`src/sv/gehr_pkg.sv`:
```
// ----------------------------------------------------------------------------
// gehr_pkg
// Types, event codes and lookup functions for the gamepad HID report builder.
// ----------------------------------------------------------------------------
`default_nettype none

package gehr_pkg;

	// Event kinds
	localparam logic [1:0] KIND_KEY = 2'd0;
	localparam logic [1:0] KIND_ABS = 2'd1;

	// Code groups, Linux input numbering
	localparam logic [15:0] DPAD_BASE   = 16'h0220;
	localparam logic [15:0] BUTTON_BASE = 16'h0130;

	// Absolute axis codes
	localparam logic [15:0] ABS_X  = 16'd0;
	localparam logic [15:0] ABS_Y  = 16'd1;
	localparam logic [15:0] ABS_RX = 16'd3;
	localparam logic [15:0] ABS_RY = 16'd4;

	localparam int unsigned BUTTON_COUNT = 13;

	localparam logic [3:0] HAT_NEUTRAL = 4'd8;
	localparam logic [7:0] AXIS_MAX    = 8'hFF;

	// Dpad mask bits
	localparam int unsigned DPAD_UP    = 0;
	localparam int unsigned DPAD_DOWN  = 1;
	localparam int unsigned DPAD_LEFT  = 2;
	localparam int unsigned DPAD_RIGHT = 3;

	typedef struct packed {
		logic [1:0]  kind;
		logic [15:0] event_code;
		logic [31:0] event_value;
	} event_t;

	typedef struct packed {
		logic [3:0]              hat_position;
		logic [BUTTON_COUNT-1:0] button_bits;
		logic [7:0]              axis_x;
		logic [7:0]              axis_y;
		logic [7:0]              axis_rx;
		logic [7:0]              axis_ry;
	} report_t;

	typedef struct packed {
		logic       hit;
		logic [3:0] idx;
	} btn_map_t;

	// Hat code per direction mask; opposing, empty or triple masks give neutral
	function automatic logic [3:0] hat_of_mask(input logic [3:0] mask);
		logic [3:0] hat;
		case (mask)
			4'b0001: hat = 4'd0;
			4'b1001: hat = 4'd1;
			4'b1000: hat = 4'd2;
			4'b1010: hat = 4'd3;
			4'b0010: hat = 4'd4;
			4'b0110: hat = 4'd5;
			4'b0100: hat = 4'd6;
			4'b0101: hat = 4'd7;
			default: hat = HAT_NEUTRAL;
		endcase
		return hat;
	endfunction

	// Button bit per code offset from BUTTON_BASE
	function automatic btn_map_t button_of_offset(input logic [3:0] offset);
		btn_map_t m;
		m.hit = 1'b1;
		case (offset)
			4'h0: m.idx = 4'd0;
			4'h1: m.idx = 4'd1;
			4'h3: m.idx = 4'd2;
			4'h4: m.idx = 4'd3;
			4'h6: m.idx = 4'd4;
			4'h7: m.idx = 4'd5;
			4'h8: m.idx = 4'd11;
			4'h9: m.idx = 4'd12;
			4'hA: m.idx = 4'd6;
			4'hB: m.idx = 4'd7;
			4'hC: m.idx = 4'd8;
			4'hD: m.idx = 4'd9;
			4'hE: m.idx = 4'd10;
			default: begin
				m.hit = 1'b0;
				m.idx = 4'd0;
			end
		endcase
		return m;
	endfunction

endpackage

`default_nettype wire

```
`src/sv/gehr_event_if.sv`:
```
// ----------------------------------------------------------------------------
// gehr_event_if
// Valid/ready channel carrying one input event per transaction.
// ----------------------------------------------------------------------------
`default_nettype none

interface gehr_event_if;
	import gehr_pkg::*;

	logic   valid;
	logic   ready;
	event_t payload;

	modport source (output valid, output payload, input ready);
	modport sink   (input valid, input payload, output ready);
endinterface

`default_nettype wire

```
`src/sv/gehr_report_if.sv`:
```
// ----------------------------------------------------------------------------
// gehr_report_if
// Valid/ready channel carrying one full gamepad report per transaction.
// ----------------------------------------------------------------------------
`default_nettype none

interface gehr_report_if;
	import gehr_pkg::*;

	logic    valid;
	logic    ready;
	report_t payload;

	modport source (output valid, output payload, input ready);
	modport sink   (input valid, input payload, output ready);
endinterface

`default_nettype wire

```
`src/sv/gamepad_event_to_hid_report_core.sv`:
```
// ----------------------------------------------------------------------------
// gamepad_event_to_hid_report_core
// Applies input events to a held gamepad report and emits the report per event.
// ----------------------------------------------------------------------------
`default_nettype none

// Every accepted event yields exactly one report transaction holding the full
// gamepad state after that event: hat, thirteen buttons and four 8-bit stick
// axes. An event passes through two registers, the input register and then
// the report register, which builds the report from the held event; with
// the report side ready the block takes one event every cycle. The
// report register doubles as the held state, so a stalled report simply holds
// it and the input register keeps the next event until the report is taken.
// Key events on dpad codes edit a four-bit direction mask and re-encode the
// hat (0 up, clockwise to 7 up-left, 8 neutral or invalid mix); key events on
// button codes write one button bit; axis events on X, Y, RX and RY store the
// value saturated to 255. Anything else leaves the report unchanged.
module gamepad_event_to_hid_report_core (
	input  wire logic   clk,
	input  wire logic   arst_n,
	gehr_event_if.sink  evt,
	gehr_report_if.source rpt
);
	import gehr_pkg::*;

	// Input stage
	event_t     event_s1;
	logic       valid_s1;

	// Report stage and held state
	report_t    report_q;
	logic       valid_s2;
	logic [3:0] dpad_mask_q;

	logic       advance;
	logic       take_in;

	// Next-state logic
	report_t    report_nxt;
	logic [3:0] dpad_nxt;
	logic       pressed;
	logic       is_key;
	logic       is_abs;
	logic       dpad_hit;
	logic [3:0] dpad_bit;
	btn_map_t   btn;
	logic       btn_hit;
	logic [BUTTON_COUNT-1:0] btn_bit;
	logic [7:0] axis_val;

	// Move an event into the report stage when that stage is empty or draining
	assign advance  = valid_s1 && (!valid_s2 || rpt.ready);
	assign take_in  = evt.valid && evt.ready;
	assign evt.ready = !valid_s1 || advance;

	assign rpt.valid   = valid_s2;
	assign rpt.payload = report_q;

	always_comb begin
		is_key   = (event_s1.kind == KIND_KEY);
		is_abs   = (event_s1.kind == KIND_ABS);
		pressed  = |event_s1.event_value;
		dpad_hit = is_key && (event_s1.event_code[15:2] == DPAD_BASE[15:2]);
		dpad_bit = 4'b0001 << event_s1.event_code[1:0];
		btn      = button_of_offset(event_s1.event_code[3:0]);
		btn_hit  = is_key && btn.hit && (event_s1.event_code[15:4] == BUTTON_BASE[15:4]);
		btn_bit  = BUTTON_COUNT'(1) << btn.idx;
		// Saturate the axis value to eight bits
		axis_val = (|event_s1.event_value[31:8]) ? AXIS_MAX : event_s1.event_value[7:0];

		dpad_nxt   = dpad_mask_q;
		report_nxt = report_q;

		if (dpad_hit) begin
			dpad_nxt = pressed ? (dpad_mask_q | dpad_bit) : (dpad_mask_q & ~dpad_bit);
			report_nxt.hat_position = hat_of_mask(dpad_nxt);
		end
		if (btn_hit) begin
			report_nxt.button_bits = pressed ? (report_q.button_bits | btn_bit)
				: (report_q.button_bits & ~btn_bit);
		end
		if (is_abs) begin
			case (event_s1.event_code)
				ABS_X:   report_nxt.axis_x  = axis_val;
				ABS_Y:   report_nxt.axis_y  = axis_val;
				ABS_RX:  report_nxt.axis_rx = axis_val;
				ABS_RY:  report_nxt.axis_ry = axis_val;
				default: report_nxt = report_q;
			endcase
		end
	end

	// Input register: hold the event until the report stage takes it
	always_ff @(posedge clk or negedge arst_n) begin
		if (!arst_n) begin
			valid_s1 <= 1'b0;
		end else if (take_in) begin
			valid_s1 <= 1'b1;
		end else if (advance) begin
			valid_s1 <= 1'b0;
		end
	end

	always_ff @(posedge clk) begin
		if (take_in) begin
			event_s1 <= evt.payload;
		end
	end

	// Report register and held state: advance only once the last report is gone
	always_ff @(posedge clk or negedge arst_n) begin
		if (!arst_n) begin
			valid_s2                <= 1'b0;
			dpad_mask_q             <= 4'd0;
			report_q.hat_position   <= HAT_NEUTRAL;
			report_q.button_bits    <= '0;
			report_q.axis_x         <= '0;
			report_q.axis_y         <= '0;
			report_q.axis_rx        <= '0;
			report_q.axis_ry        <= '0;
		end else if (advance) begin
			valid_s2    <= 1'b1;
			dpad_mask_q <= dpad_nxt;
			report_q    <= report_nxt;
		end else if (rpt.ready) begin
			valid_s2    <= 1'b0;
		end
	end

`ifndef SYNTH
	// Hat code always in range
	a_hat_range: assert property (@(posedge clk) disable iff (!arst_n)
		report_q.hat_position <= HAT_NEUTRAL)
		else $error("hat code out of range");

	// Empty direction mask always reports neutral hat
	a_hat_neutral: assert property (@(posedge clk) disable iff (!arst_n)
		(dpad_mask_q == 4'd0) |-> (report_q.hat_position == HAT_NEUTRAL))
		else $error("hat not neutral with empty dpad mask");

	// Held state must not move while a report waits
	a_state_hold: assert property (@(posedge clk) disable iff (!arst_n)
		(valid_s2 && !rpt.ready) |=> ($stable(dpad_mask_q) && $stable(report_q)))
		else $error("state changed under a stalled report");

	// A refused event implies a pending event in the input stage
	a_ready_cause: assert property (@(posedge clk) disable iff (!arst_n)
		!evt.ready |-> (valid_s1 && valid_s2))
		else $error("input stalled without a pending event");
`endif

endmodule

`default_nettype wire
```
`src/flat_wrapper.sv`:
```
// flat-port wrapper written by rule: the top's interface ports become plain ports
module gamepad_event_to_hid_report_core_flat import gehr_pkg::*;
  (clk, arst_n, evt_valid, evt_payload, evt_ready, rpt_valid, rpt_payload, rpt_ready);
  gehr_event_if evt_i ();
  gehr_report_if rpt_i ();
  input  wire logic clk;
  input  wire logic arst_n;
  input wire logic [$bits(evt_i.valid)-1:0] evt_valid;
  input wire logic [$bits(evt_i.payload)-1:0] evt_payload;
  output wire logic [$bits(evt_i.ready)-1:0] evt_ready;
  output wire logic [$bits(rpt_i.valid)-1:0] rpt_valid;
  output wire logic [$bits(rpt_i.payload)-1:0] rpt_payload;
  input wire logic [$bits(rpt_i.ready)-1:0] rpt_ready;
  assign evt_i.valid = evt_valid;
  assign evt_i.payload = evt_payload;
  assign evt_ready = evt_i.ready;
  assign rpt_valid = rpt_i.valid;
  assign rpt_payload = rpt_i.payload;
  assign rpt_i.ready = rpt_ready;
  gamepad_event_to_hid_report_core u_core (.clk(clk), .arst_n(arst_n), .evt(evt_i), .rpt(rpt_i));
endmodule
```
`config.mk`:
```
export PLATFORM = sky130hd
export DESIGN_NAME = gamepad_event_to_hid_report_core_flat
export DESIGN_NICKNAME = d
export VERILOG_FILES = /design/src/sv/gehr_pkg.sv /design/src/sv/gehr_event_if.sv /design/src/sv/gehr_report_if.sv /design/src/sv/gamepad_event_to_hid_report_core.sv /design/src/flat_wrapper.sv
export SDC_FILE = /design/constraint.sdc
export NUM_CORES = 1
export LEC_CHECK = 0
export BUFFER_PORTS_ARGS = -buffer_cell sky130_fd_sc_hd__buf_2
export CORE_ASPECT_RATIO = 0.5
export CORE_MARGIN = 1
export CORE_UTILIZATION = 30
export CTS_CLUSTER_SIZE = 8
export DETAILED_ROUTE_END_ITERATION = 8
export SYNTH_ARGS = -nofsm -noshare
export SYNTH_HDL_FRONTEND = slang
export SYNTH_SLANG_ARGS = --single-unit
```
`constraint.sdc`:
```
create_clock -name clk -period 5.1 [get_ports clk]
set_input_delay 1.02 -clock clk [delete_from_list [all_inputs] [get_ports clk]]
set_output_delay 1.02 -clock clk [all_outputs]
set_load 0.05 [all_outputs]
```
# Word-level counts from Yosys, hierarchy flattened

Memories as Yosys holds them, arrays and structs flattened.
Cells that the tools add are included.

Input bits: 54
ROM bits: 64
Latch bits: 0
Bits in writable memories: 0
Register bits after elaboration: 105
Memories kept: 1
Logic and storage cells: 81

Multiply operators: 0
Equality and inequality tests: 19
Mux-type cells: 17
$lt $le $gt $ge: 0
Reductions and logical operators: 24
Bitwise operators: 6
Shifts and indexed selects: 2
$add $sub $neg: 0
Divide/modulo/power cells: 0

Memories:

| name            | depth | bits a word | rd ports | clocked after memory_dff | write ports | RTL line       | source |
|---|---|---|---|---|---|---|---|
| (no name shown) | 16    | 4           | 1        | 0                        | 0           | gehr_pkg.sv:57 | `case (mask)` |

Operators by type and width:

| cell                                                                   | count |
|---|---|
| 49-bit two-way mux                                                     | 1 |
| 4-bit one-hot mux with 12 select lines                                 | 1 |
| 8-bit two-way mux                                                      | 5 |
| 32-bit OR reduction                                                    | 1 |
| 4-bit equality test, second input constant                             | 7 |
| 13-bit two-way mux                                                     | 2 |
| 24-bit OR reduction                                                    | 1 |
| 17-bit two-way mux                                                     | 1 |
| 16-bit by 1-bit equality test with 1-bit output, second input constant | 1 |
| 16-bit by 2-bit equality test with 1-bit output, second input constant | 1 |
| 16-bit by 3-bit equality test with 1-bit output, second input constant | 1 |
| 16-bit logical NOT                                                     | 1 |
| 14-bit by 8-bit equality test with 1-bit output, second input constant | 1 |
| 13-bit bitwise AND                                                     | 1 |
| 13-bit inverter                                                        | 1 |
| 13-bit bitwise OR                                                      | 1 |
| 13-bit OR reduction                                                    | 1 |
| 1-bit by 4-bit left shift with 13-bit output, first input constant     | 1 |
| 12-bit by 5-bit equality test with 1-bit output, second input constant | 1 |
| 4-bit by 3-bit equality test with 1-bit output, second input constant  | 3 |
| 3-bit AND reduction                                                    | 4 |
| 4-bit two-way mux                                                      | 2 |
| 1-bit logical AND                                                      | 5 |
| 1-bit two-way mux                                                      | 5 |
| 15 further kinds                                                       | 19 |

# Depth between registers and ports, before layout

Word-level depth: 9
Mapped depth: 8

# Least setup slack after synthesis

Ideal clock, no wire load.

Path kind: input to register
Start point: input port rpt_ready
End point: register u_core.event_s1[0] (netlist bit), enable pin
Buffers on the path: 0
Data arrival time: 2,736 ps
Slack: 1,952 ps
Stages on the path: 3
Path through: nor2b_1 nand2_1 and2_1

Cells in the longest elaborated chain, start to end: 4

RTL lines:

| element                  | RTL line                                | source |
|---|---|---|
| start, declared          | flat_wrapper.sv:13                      | `input wire logic [$bits(rpt_i.ready)-1:0] rpt_ready;` |
| 1-bit logical OR         | gamepad_event_to_hid_report_core.sv:52  | `assign advance = valid_s1 && (!valid_s2 \|\| rpt.ready);` |
| 1-bit logical AND        | gamepad_event_to_hid_report_core.sv:52  |  |
| 1-bit logical OR         | gamepad_event_to_hid_report_core.sv:54  | `assign evt.ready = !valid_s1 \|\| advance;` |
| named net evt_ready      | flat_wrapper.sv:10                      | `output wire logic [$bits(evt_i.ready)-1:0] evt_ready;` |
| 1-bit logical AND        | gamepad_event_to_hid_report_core.sv:53  | `assign take_in = evt.valid && evt.ready;` |
| named net u_core.take_in | gamepad_event_to_hid_report_core.sv:36  | `logic take_in;` |
| end signal, assigned     | gamepad_event_to_hid_report_core.sv:106 | `event_s1 <= evt.payload;` |
| end, declared            | gamepad_event_to_hid_report_core.sv:27  | `event_t event_s1;` |

The timed path passes the listed nets, and every way through them passes these cells.
A chain may end at the register's enable or synchronous reset.

==> out/qor.yml <==
run_status:
  status: "finished, final reports clean"
floorplan:
  rows: 30
  dieArea_sq_um: 14500
  core_sq_um: 13600
  io_pins: 105
  die_h_microns: 85.8
  fp.dieW_microns: 170
  initial_core_util: 0.309
flow_run:
  drv_cap: 0
clock_tree:
  h-tree-depth: 3
  clk_path_buf_depth: 2
  cts_tree: "yes"
  clk_latency_ns: 0.34
  clk_pin_slew_worst_paths_ns: 0.07
  cts-buffers-inserted: 9
  cts_setup_buffers: 0
  cts_resized: 0
  cts.sinks: 105
  holdBufCountCts: 0
  clk_root_buffer_cell: "clkbuf_16"
timing:
  setup_viol: 0
  worst_pin_slew_ns: 0.726
  fin_worst_skew_ns: 0.00862
  final_hold_viol_count: 0
  finalMaxSlewViolations: 0
  rsz0062_at_grt: "false"
  period_share: 0.572
  final.min_clock_period_ns: 2.92
  tns_ns: 0
  holdWs_ns: 0.486
  fmax_mhz: 343
  worst_slack_ns: 2.18
  slew_headroom: 0.513
global_route:
  first_global_vias: 2553
  grt_pass1_wl_microns: 13900
  grt_max_degree: 56
  grt_overflow: 0
  antenna_found_initial: 0
  grtUsageTotal: 0.129
finish:
  area_growth_pct: 25.4
  seqCellArea_sq_um: 2880
  fin_nets: 443
  final_util: 0.387
  multi_input_area_sq_um: 1270
  drive_gt1_frac: 0.455
  fillers: 1317
yosys:
  syn_area_per_cell_sq_um: 15.0
  synth_edf_count: 50
  ys_types: 44
  ys_async_sr_fraction: 0.524
  synth_top_area_frac: 0.357
  synth_top_flop_cell: "dfrtp_1"
  syn_inst: 281
  yosys-top-cells-area: "edfxtp_1, dfrtp_1, mux2_2, nor4_1, nor3_1"
  ys_seq_area_frac: 0.684
  synthesis.area_sq_um: 4210
  yosysTopAreaCell: "edfxtp_1"
  ys_ff_latch: 105
  synth_common_cells: "dfrtp_1, edfxtp_1, mux2_2"
  yosysMostFrequentCell: "dfrtp_1"
  synth_nets: 336
  ys_warn_count: 0
drt:
  initialDrtViolationCount: 111
  via_per_inst: 4.51
  first_pass_iters: 4
  vias: 2642
  ant_nets: 0
  wire_per_inst_microns: 15.1
  drc: 0
  routed_wl_microns: 8850
placement:
  preCtsSetupSlack_ns: 1.92
  io_buffers: 104
  dp_hpwl_microns: 6300
  place_congestion: 0.758
min_path:
  whs_endpoint: "u_core.rpt.payload[47]$_DFFE_PN0P_"
  holdPathStages: 2
  hp-start: "u_core.rpt.payload[47]$_DFFE_PN0P_"
  min_path_type: "reg -> reg"
critical_path:
  reg2reg_from: "u_core.event_s1[49]$_DFFE_PP_"
  r2r_setup_slack_ns: 2.18
  startpoint_type: "flip-flop"
  timing.critical_path.fanout_max: 14
  rr_worst_depth: 5
  end_kind: "flip-flop"
  worstSetupPathType: "reg -> reg"
  worst_ep_required_time_ns: 5.33
  critPathArrivalTime_ns: 3.15
power:
  total_power_mw: 1.76
  ir_worst_vdd_v: 0.000142
  cellPowerDensity_nw_per_um2: 334
  leakagePower_nw: 2.33
cell usage in the layout (no fill, tap or decap), types with 2 or more instances in the layout:
master / instances
buf_2: 104
dfrtp_1: 54
edfxtp_1: 50
mux2_2: 47
nor4_1: 14
nor3_1: 14
nand2_1: 12
clkbuf_16: 11
nand2b_1: 8
or3_1: 8
nor2_1: 7
o31ai_1: 6
o21ai_0: 5
nand4_1: 3
inv_1: 3
a31oi_1: 3
nor2b_1: 3
or4_1: 3
or2_2: 3
nor2_2: 3
and4_1: 2
o32ai_1: 2
clkbuf_1: 2
buf_4: 2
metal layers:
layer	up-vias	share of wire	global-route usage
li1	1286	-	-
met1	1293	0.47	0.172
met2	54	0.47	0.202
met3	9	0.044	0.0392
met4	0	0.013	0.0410
met5	-	0	0
how the worst max path moves through the flow:
stage | start | to | slack (ns) | cells after the start
6_report | u_core.event_s1[49]$_DFFE_PP_ | flip-flop | 2.18 | 5
5_1_grt | u_core.event_s1[27]$_DFFE_PP_ | u_core.rpt.payload[47]$_DFFE_PN0P_ | 1.98 | 5
4_1_cts | u_core.event_s1[49]$_DFFE_PP_ | flip-flop | 2.19 | 5
3_5_place_dp | rpt_ready | flip-flop | 1.92 | 6
3_3_place_gp | rpt_ready | flip-flop | 1.93 | 6
2_1_floorplan | rpt_ready | u_core.event_s1[0]$_DFFE_PP_ | 1.95 | 3
through the flow:
stage | std cells | cell area, sq um
floorplan | 281 | 4210
global placement | 569 | 4940
detailed placement | 569 | 4940
CTS | 585 | 5280
global route | 585 | 5280
finish | 586 | 5280
cell families (layout without fill, tap and decap cells):
family,after synthesis,count (layout),synth area share
DFF,105,105,0.684
buffers and inverters,13,125,0.0137
other,0,1,0
xor gates and xnor gates,1,1,0.00208
muxes,49,49,0.131
adders and majority gates,1,1,0.00297
AOI/OAI and AO/OA,22,22,0.0398
and+or+nand+nor,90,90,0.127
layout make-up:
type | count | share of cell area
flip-flops and latches | 105 | 0.545
multi-input cells | 163 | 0.242
repair buffers | 106 | 0.101
clock buffers | 14 | 0.0562
well taps | 192 | 0.0455
clock inverters | 2 | 0.00735
inverters | 3 | 0.00213
diodes | 1 | 0.000474
report_power, final:
group	internal, mW	switching, mW	leakage (nW)
logic	0.0253	0.0452	0.952
clock network	0.456	0.301	0.164
registers	0.921	0.0147	1.21
total	1.40	0.361	2.33
worst max-delay path, stage by stage (launching register included):
cell	delay, ns
edfxtp_1	0.36
or4_4	0.54
nor4_1	0.61
nand4b_1	0.57
nor4_1	0.36
mux2_2	0.37
(Power assumes the default switching activity.)
